===== config.mk =====
export PLATFORM = sky130hd
export DESIGN_NAME = qhi_isqrt
export DESIGN_NICKNAME = d
export VERILOG_FILES = /design/src/rtl/core/qhi_isqrt.sv
export SDC_FILE = /design/constraint.sdc
export NUM_CORES = 1
export LEC_CHECK = 0
export BUFFER_PORTS_ARGS = -buffer_cell sky130_fd_sc_hd__buf_2
export CELL_PAD_IN_SITES_DETAIL_PLACEMENT = 2
export CELL_PAD_IN_SITES_GLOBAL_PLACEMENT = 2
export CORE_MARGIN = 4
export CORE_UTILIZATION = 41
export CTS_CLUSTER_DIAMETER = 120
export DETAILED_ROUTE_END_ITERATION = 16
export GPL_TIMING_DRIVEN = 0
export PLACE_DENSITY_LB_ADDON = 0.1
export SLEW_MARGIN = 0
export SYNTH_ARGS = -nofsm -noshare
export SYNTH_HDL_FRONTEND = slang
export SYNTH_SLANG_ARGS = --single-unit
export TNS_END_PERCENT = 20

===== constraint.sdc =====
create_clock -name clk -period 6.52 [get_ports clk]
set_input_delay 0.652 -clock clk [delete_from_list [all_inputs] [get_ports clk]]
set_output_delay 0.652 -clock clk [all_outputs]
set_load 0.05 [all_outputs]

===== src/rtl/core/qhi_isqrt.sv =====
// Pipelined integer square root: one result bit per stage.
module qhi_isqrt #(
    parameter int IN_W = 34,
    parameter int OUT_W = 17,
    parameter int TAG_W = 1
) (
    input  logic              clk,
    input  logic              rst_n,
    input  logic              in_vld,
    input  logic [IN_W-1:0]   in_val,
    input  logic [TAG_W-1:0]  in_tag,
    output logic              out_vld,
    output logic [OUT_W-1:0]  out_root,
    output logic [TAG_W-1:0]  out_tag
);
    localparam int RW = 2 * OUT_W;

    logic [OUT_W:0]   vld_reg;
    logic [RW-1:0]    rem_reg  [OUT_W+1];
    logic [RW-1:0]    src_reg  [OUT_W+1];
    logic [OUT_W-1:0] root_reg [OUT_W+1];
    logic [TAG_W-1:0] tag_reg  [OUT_W+1];

    // Valid chain.
    always_ff @(posedge clk or negedge rst_n)
    begin
        if (!rst_n)
        begin
            vld_reg <= '0;
        end
        else
        begin
            vld_reg <= {vld_reg[OUT_W-1:0], in_vld};
        end
    end

    // Stage 0 captures the operand.
    always_ff @(posedge clk)
    begin
        rem_reg[0]  <= '0;
        src_reg[0]  <= RW'(in_val);
        root_reg[0] <= '0;
        tag_reg[0]  <= in_tag;
    end

    // Each stage brings down two operand bits and decides one root bit.
    for (genvar s = 0; s < OUT_W; s++)
    begin : g_stage
        logic [RW+1:0] rem_sh;
        logic [RW+1:0] trial;
        always_comb
        begin
            rem_sh = {rem_reg[s], src_reg[s][RW-1 -: 2]};
            trial  = {(RW + 2 - OUT_W - 2)'(0), root_reg[s], 2'b01};
        end
        always_ff @(posedge clk)
        begin
            src_reg[s+1] <= {src_reg[s][RW-3:0], 2'b00};
            tag_reg[s+1] <= tag_reg[s];
            if (rem_sh >= trial)
            begin
                rem_reg[s+1]  <= RW'(rem_sh - trial);
                root_reg[s+1] <= {root_reg[s][OUT_W-2:0], 1'b1};
            end
            else
            begin
                rem_reg[s+1]  <= RW'(rem_sh);
                root_reg[s+1] <= {root_reg[s][OUT_W-2:0], 1'b0};
            end
        end
    end

    assign out_vld  = vld_reg[OUT_W];
    assign out_root = root_reg[OUT_W];
    assign out_tag  = tag_reg[OUT_W];
endmodule


Word-level counts from Yosys, hierarchy flattened:

Memories as Yosys holds them, arrays and structs flattened.
Index checks and enable logic that the tools add are counted.

* $add $sub $neg: 17
* order comparisons: 17
* multiplexer cells: 85
* bitwise gates (word level): 34

Operators by type and width (count)
* >= comparator 36 x 19 -> 1 bit: 17
* 2-to-1 mux 34 bit: 17
* subtractor 34 x 19 -> 34 bit: 17
* 2-to-1 mux 17 bit: 17
* 2-to-1 mux 1 bit: 51
* bitwise OR 1 bit: 34

* register bits after elaboration: 18
* RAM bits: 1548
* memories: 4

Memories
* rem_reg: words 18, bits a word 34, read ports 17, clocked after memory_dff 0, write ports 18, line 19 `logic [RW-1:0] rem_reg [OUT_W+1];`
* src_reg: words 18, bits a word 34, read ports 17, clocked after memory_dff 0, write ports 18, line 20 `logic [RW-1:0] src_reg [OUT_W+1];`
* root_reg: words 18, bits a word 17, read ports 18, clocked after memory_dff 0, write ports 18, line 21 `logic [OUT_W-1:0] root_reg [OUT_W+1];`
* tag_reg: words 18, bits a word 1, read ports 18, clocked after memory_dff 0, write ports 18, line 22 `logic [TAG_W-1:0] tag_reg [OUT_W+1];`

Longest topological paths before layout:

Gate-level depths: netlist of the first run.
An unclocked memory read counts as a cell.

* depth in word-level cells: 5
* mapped depth: 12
* depth with buffers taken out: 10

Least setup slack after synthesis of the first run:

Ideal clock, no wire load.

* kind: register to register
* start: memory root_reg[9][8]
* end: memory rem_reg[5][7] in the netlist's numbering
* arrival: 2.667 ns
* data required time: 6.419 ns
* slack: 3.752 ns
* stages on the path, launching flop included: 13
* buffers on the path: 4
* cell sequence: dfxtp_1 -> inv_1 -> ha_1 -> or2_2 -> clkbuf_1 -> or4b_1 -> clkbuf_1 -> nor4_2 -> nor3b_2 -> buf_2 -> buf_4 -> nand2_1 -> o41ai_1

RTL lines (line)
* from (decl): 21
* to (decl): 19

==> results.json, run 1 <==
{
  "largest_register_ffs": 493,
  "report.final.setup_viol": 0,
  "final_layout_size_suffix_gt1_share_pct": 8.71,
  "power.sequential.fraction_pct": 48.2,
  "cts_inserted_buffers": 101,
  "slowest_delay_ps": 860,
  "initial_utilization_pct": 41.6,
  "power_frac_comb_pct": 14.0,
  "route.vias.total": 25434,
  "clock_root_buffer": "clkbuf_16",
  "tns_ps": 0,
  "timing.critical_path.slowest_stage_cell": "o311ai_0",
  "port-buffer-count": 56,
  "cap_viol_max_count": 0,
  "remaining_drc_errors": 0,
  "tritoncts": "built",
  "layout.cells.most_common": "dfxtp_1",
  "floorplan.die_area_sq_mm": 0.0917,
  "post-route-period-util_pct": 71.6,
  "async_flop_share_pct": 1.82,
  "drt_wl_total_mm": 110,
  "final_cell_mix": "970 x dfxtp_1, 226 x nand2_1, 226 x nor2_1",
  "floorplan.die.width_um": 303,
  "drt-pass1-iter-count": 5,
  "critical_path.endpoint_type": "register",
  "ir_drop_worst_case_vdd_mv": 0.280,
  "grt_usage_pct": 24.1,
  "vias_per_cell": 5.25,
  "fillCellCount": 8680,
  "grt_antenna_before_repair": 1,
  "power_density_mw_per_mm2": 406,
  "final_hold_viol_count": 0,
  "fin_total_pwr_mw": 16.8,
  "clockBufferDepth": 3,
  "grt_max_degree": 20,
  "grt_pass1_wl_mm": 174,
  "finalWorstPathRequiredPeriod_ps": 4670,
  "swShare_pct": 29.7,
  "finish.utilization_pct": 48.2,
  "final_report_max_slew_violation_count": 0,
  "critPathRequiredTime_ps": 7060,
  "detailedRoute.firstIterationViolations": 1266,
  "synth_nets": 3632,
  "core_area_sq_mm": 0.0857,
  "die_height_um": 303,
  "synth_enable_flop_cells": 0,
  "intPower_mw": 11.8,
  "clock_sinks": 988,
  "rsz0062_at_grt": "false",
  "grt.overflow.total": 0,
  "signed_area_change_from_the_synthesized_netlist_to_the_final_layout_pct": 16.0,
  "synthesis.yosys.warnings": 0,
  "gp_routability_congestion": 0.923,
  "critPathMaxFanout": 10,
  "post-synth-top-area-cell": "dfxtp_1",
  "worst_pin_slew_ps": 1190,
  "p_leak_nw": 17.9,
  "antenna_left": 0,
  "h-tree-depth": 3,
  "fmax_ghz": 0.214,
  "status": "finished, final reports clean",
  "pin_count": 57,
  "power.switching_mw": 4.98,
  "final_nets": 3822,
  "worstPathArrival_ps": 5210,
  "vias_in_the_first_global_route": 29127,
  "fin_worst_skew_ps": 68.4,
  "synth_cell_type_count": 89,
  "sequential_area_share_after_synthesis_pct": 55.8,
  "cp_cell_sequence": "inv_1, ha_1, nor2b_1, o31a_1, o311ai_0, a21boi_0, nor3_2, clkbuf_1, nor3_1, xor2_1",
  "worst_skew_pair.late_latency_ps": 730,
  "max-slew-margin-rel_pct": 18.7,
  "std_cell_rows": 107,
  "synth_top_area_share_pct": 54.5,
  "setup.worst_path.start_class": "register",
  "power_frac_clock_pct": 37.8,
  "wire_per_inst_um": 22.6,
  "post_synth_instance_area_sq_mm": 0.0356,
  "hpwl_mm": 72.2,
  "ys_top_cells_by_area": "dfxtp_1 55%, ha_1 6.0%, xnor2_1 5.0%",
  "total_of_flip_flops_plus_latches_after_synthesis": 988,
  "synth_top_flop_cell": "dfxtp_1",
  "synth_area_per_cell_sq_um": 10.4,
  "clkTransAtPathRegs_ps": 70,
  "synth_cells": 3422,
  "critPathKind": "register to register",
  "class_of_the_most_critical_hold_timing_path": "input port to register"
}
==> cells in the mapped netlist (all sizes together), types with 20 or more instances <==
cell type  number
a211oi         20
a21o           52
a21oi         128
clkbuf         42
dfxtp         970
ha            172
inv           205
nand2         226
nand2b         50
nand3          68
nand4          40
nor2          228
nor2b          22
nor3          127
nor4           90
o21a           31
o21ai         148
or2            31
or3            51
or4            36
xnor2         205
xor2          203
==> logic make-up (layout without fill, tap and decap cells) <==
family	count (synthesis)	count (layout)	share of synthesized area (%)
mux	21	21	0.643
simple gates	1074	1074	15.9
compound gates	499	499	8.79
fa+ha+maj	172	172	6.04
other cells	1	3	0.0105
xor+xnor	408	408	10.0
flops	988	988	55.8
buf+inv	259	536	2.78
==> per-layer routing <==
metal  vias to the layer above  GRT usage (%)  wire [um]
met5                         -              0          0
li1                      12140              -          -
met1                     12733           30.4      48800
met4                         0           7.55       3460
met3                       204           3.28       2810
met2                       357           42.6      54600
==> power groups by stage <==
stage	logic, mW	clock network, mW	registers [mW]
2_1_floorplan	1.69	0	7.82
3_3_place_gp	2.13	0	8.11
3_5_place_dp	2.25	0	8.18
4_1_cts	2.35	6.46	8.09
5_1_grt	2.61	6.77	8.24
6_report	2.35	6.34	8.09
==> worst max-delay path, delay by kind of cell, from the launching register on <==
| kind | cells | cell delay, ps |
|---|---|---|
| AO/OA/AOI/OAI | 3 | 1690 |
| XOR/XNOR | 1 | 180 |
| AND/OR/NAND/NOR | 3 | 1190 |
| buffers and inverters | 2 | 700 |
| adder cells (fa/ha/maj) | 1 | 380 |
| flip-flops | 1 | 340 |
==> metrics by stage <==
stage | setup WS [ps] | hold slack (ps) | instances | cell area (sq um)
4_1_cts | 1950 | 10.1 | 4843 | 41300
2_1_floorplan | 3750 | 310 | 3422 | 35600
3_3_place_gp | 2380 | 310 | 4622 | 37300
5_1_grt | 1580 | 20.8 | 4843 | 41300
6_report | 1850 | 45.6 | 4845 | 41300
3_5_place_dp | 2130 | 314 | 4622 | 37300
==> area by class of cell <==
type / count / area, sq um / area share (%)
flip-flops and latches: 988 / 19900 / 48.1
multi-input cells: 2175 / 14800 / 35.7
clock buffers: 132 / 2820 / 6.83
well taps: 1144 / 1430 / 3.46
clock inverters: 58 / 858 / 2.08
inverters: 205 / 769 / 1.86
repair buffers: 87 / 591 / 1.43
plain buffers: 54 / 223 / 0.539
diodes: 2 / 5.00 / 0.0121
==> what timing repair did <==
item / 4_1_cts / 5_1_grt
setup buffers: 0 / 0
gates resized for setup: 0 / 0
hold buffers: 31 / 0
hold endpoints to repair: 48 / 0
==> final timing paths <==
path	from	to	slack, ps	cells past startpoint
worst max-delay path	root_reg[15][0]$_DFF_P_	rem_reg[8][21]$_DFF_P_	1850	10
max in group asynchronous	rst_n	vld_reg[16]$_DFF_PN0_	5760	2
worst min-delay path	in_val[20]	src_reg[0][20]$_DFF_P_	50	1
min in group asynchronous	rst_n	vld_reg[4]$_DFF_PN0_	420	2
worst max register to register	root_reg[15][0]$_DFF_P_	rem_reg[8][21]$_DFF_P_	1850	10
worst min register to register	src_reg[2][28]$_DFF_P_	src_reg[3][30]$_DFF_P_	310	0
(Power assumes the default switching activity.)
==> inputs of run 2 (changes only) <==
==> constraint.sdc (replaced) <==
create_clock -name clk -period 4.78 [get_ports clk]
set_input_delay 0.478 -clock clk [delete_from_list [all_inputs] [get_ports clk]]
set_output_delay 0.478 -clock clk [all_outputs]
set_load 0.05 [all_outputs]
==> run 2 against run 1 <==
Worst hold slack improved by 200 ps. First-iteration DRC count fell by 2.5%. Sequential power rose by 36%. Clock power rose by 37%. Setup slack got worse by 1200 ps. Routed wire length rose by 0.91%. Sequential cell count did not move. Global-route usage rose by 0.16 points. Core utilization rose by 0.074 points. Count of clock-buffer cells in the layout did not move. Sequential share of layout area fell by 0.074 points. Largest power group unchanged.
==> results.json, run 2 (same netlist as run 1, synthesis figures left out) <==
{
  "final_cell_mix": "970 x dfxtp_1, 226 x nand2_1, 226 x nor2_1",
  "layout.cells.most_common": "dfxtp_1",
  "final_nets": 3828,
  "hpwl_mm": 72.2,
  "std_cell_rows": 107,
  "post-route-period-util_pct": 86.8,
  "setup.worst_path.start_class": "register",
  "multi_input_comb_area_sq_mm": 0.0148,
  "remaining_drc_errors": 0,
  "place_area_sq_mm": 0.0373,
  "wire_per_inst_um": 22.8,
  "reg2reg_from": "root_reg[15][0]$_DFF_P_",
  "grt_antenna_before_repair": 1,
  "clock_root_buffer": "clkbuf_16",
  "initial_utilization_pct": 41.6,
  "worstPathArrival_ps": 4690,
  "vias_in_the_first_global_route": 29209,
  "core_area_sq_mm": 0.0857,
  "floorplan.die.width_um": 303,
  "final_report_max_slew_violation_count": 0,
  "clkTransAtPathRegs_ps": 80,
  "final_hold_viol_count": 0,
  "final_critical_path_setup_slack_ps": 631,
  "p_leak_nw": 17.9,
  "post_cts.repair.setup_buffers": 0,
  "vias_per_cell": 5.27,
  "tns_ps": 0,
  "grt_max_degree": 20,
  "ff_latch_area_sq_mm": 0.0199,
  "critPathKind": "register to register",
  "worst_skew_pair.late_latency_ps": 730,
  "cts_inserted_buffers": 101,
  "drt_wl_total_mm": 111,
  "route.vias.total": 25536,
  "worst_pin_slew_ps": 1180,
  "detailedRoute.firstIterationViolations": 1234,
  "grt_pass1_wl_mm": 175,
  "clockBufferDepth": 3,
  "pin_count": 57,
  "critical_path.endpoint_type": "register",
  "power_density_mw_per_mm2": 554,
  "fmax_ghz": 0.241,
  "status": "finished, final reports clean",
  "dpl_worst_slack_ps": 394,
  "antenna_left": 0,
  "worst_r2r_endpoint": "rem_reg[8][21]$_DFF_P_",
  "port-buffer-count": 56,
  "fin_total_pwr_mw": 22.9,
  "grt.overflow.total": 0,
  "fillCellCount": 8677,
  "report.final.setup_viol": 0,
  "signed_area_change_from_the_synthesized_netlist_to_the_final_layout_pct": 16.2,
  "clock_sinks": 988,
  "rsz0062_at_grt": "false",
  "floorplan.die_area_sq_mm": 0.0917,
  "final_layout_size_suffix_gt1_share_pct": 8.69,
  "r2r_setup_slack_ps": 630,
  "largest_register_ffs": 493,
  "cap_viol_max_count": 0,
  "class_of_the_most_critical_hold_timing_path": "input port to asynchronous set/reset pin",
  "critPathRequiredTime_ps": 5320,
  "ir_drop_worst_case_vdd_mv": 0.449,
  "grt_usage_pct": 24.2,
  "h-tree-depth": 3,
  "finalWorstPathRequiredPeriod_ps": 4150,
  "die_height_um": 303,
  "drt-pass1-iter-count": 5,
  "max-slew-margin-rel_pct": 19.5,
  "fin_worst_skew_ps": 69.1,
  "worst-r2r-cell-count": 10,
  "finalInstanceArea_sq_mm": 0.0414,
  "critPathMaxFanout": 10,
  "tritoncts": "built",
  "gp_routability_congestion": 0.923
}
[run 2: changes by cell type in the layout (fill, tap and decap cells not counted)]
cell and change:
diode_2 -1, dlygate4sd3_1 +6, o311ai_1 +1, nor3_2 -1, nor3_4 +1, o311ai_0 -1
[run 2: what timing repair did]
| item | in CTS | in global routing |
|---|---|---|
| hold buffers | 37 | 0 |
| resized for setup | 0 | 2 |
| setup endpoints to repair | 0 | 13 |
| hold endpoints to repair | 54 | 0 |
[run 2: cell type report]
| class | count | area share (%) |
|---|---|---|
| Antenna cell | 1 | 0.00604 |
| Buffer | 54 | 0.538 |
| Clock buffer | 132 | 6.82 |
| Clock inverter | 58 | 2.07 |
| Inverter | 205 | 1.86 |
| Multi-Input combinational cell | 2175 | 35.7 |
| Sequential cell | 988 | 48.0 |
| Tap cell | 1144 | 3.46 |
| Timing Repair Buffer | 93 | 1.57 |
[run 2: report_power, final]
part	internal [mW]	leakage, nW	switching [mW]	total [mW]
Clock	4.99	1.77	3.69	8.69
Combinational	1.41	7.82	1.80	3.21
Sequential	9.70	8.35	1.34	11.0
Total	16.1	17.9	6.83	22.9
[run 2: worst max-delay path by stage]
stage	startpoint	to	slack, ps
final	root_reg[15][0]$_DFF_P_	rem_reg[8][21]$_DFF_P_	630
after global placement	root_reg[15][0]$_DFF_P_	rem_reg[8][21]$_DFF_P_	640
after floorplan	root_reg[9][8]$_DFF_P_	rem_reg[5][7]$_DFF_P_	2010
after CTS	root_reg[15][0]$_DFF_P_	rem_reg[8][21]$_DFF_P_	210
after detailed placement	root_reg[15][0]$_DFF_P_	rem_reg[8][21]$_DFF_P_	390
after global routing	root_reg[15][0]$_DFF_P_	rem_reg[8][21]$_DFF_P_	370
[run 2: through the flow]
stage | hold slack, ps | std cells | util [%]
2_1_floorplan | 182 | 3422 | -
3_5_place_dp | 314 | 4622 | 43.6
6_report | 244 | 4850 | 48.3
5_1_grt | 230 | 4849 | 48.3
3_3_place_gp | 310 | 4622 | 43.6
4_1_cts | 190 | 4849 | 48.3
[run 2: per-layer routing]
| metal | track usage, % | up-vias | share of wire [%] |
|---|---|---|---|
| met1 | 30.8 | 12829 | 45 |
| met2 | 43.3 | 348 | 50 |
| met4 | 6.59 | 0 | 2.7 |
| met3 | 3.18 | 184 | 2.4 |
| met5 | 0 | - | 0 |
| li1 | - | 12175 | - |
[run 2: worst max-delay path, stage by stage, from the launching register on]
cell and delay, ps:
dfxtp_1 350, inv_1 80, ha_1 380, nor2b_1 220
o31a_1 310, o311ai_1 580, a21boi_0 470, nor3_4 600
clkbuf_1 660, nor3_1 150, xor2_1 190
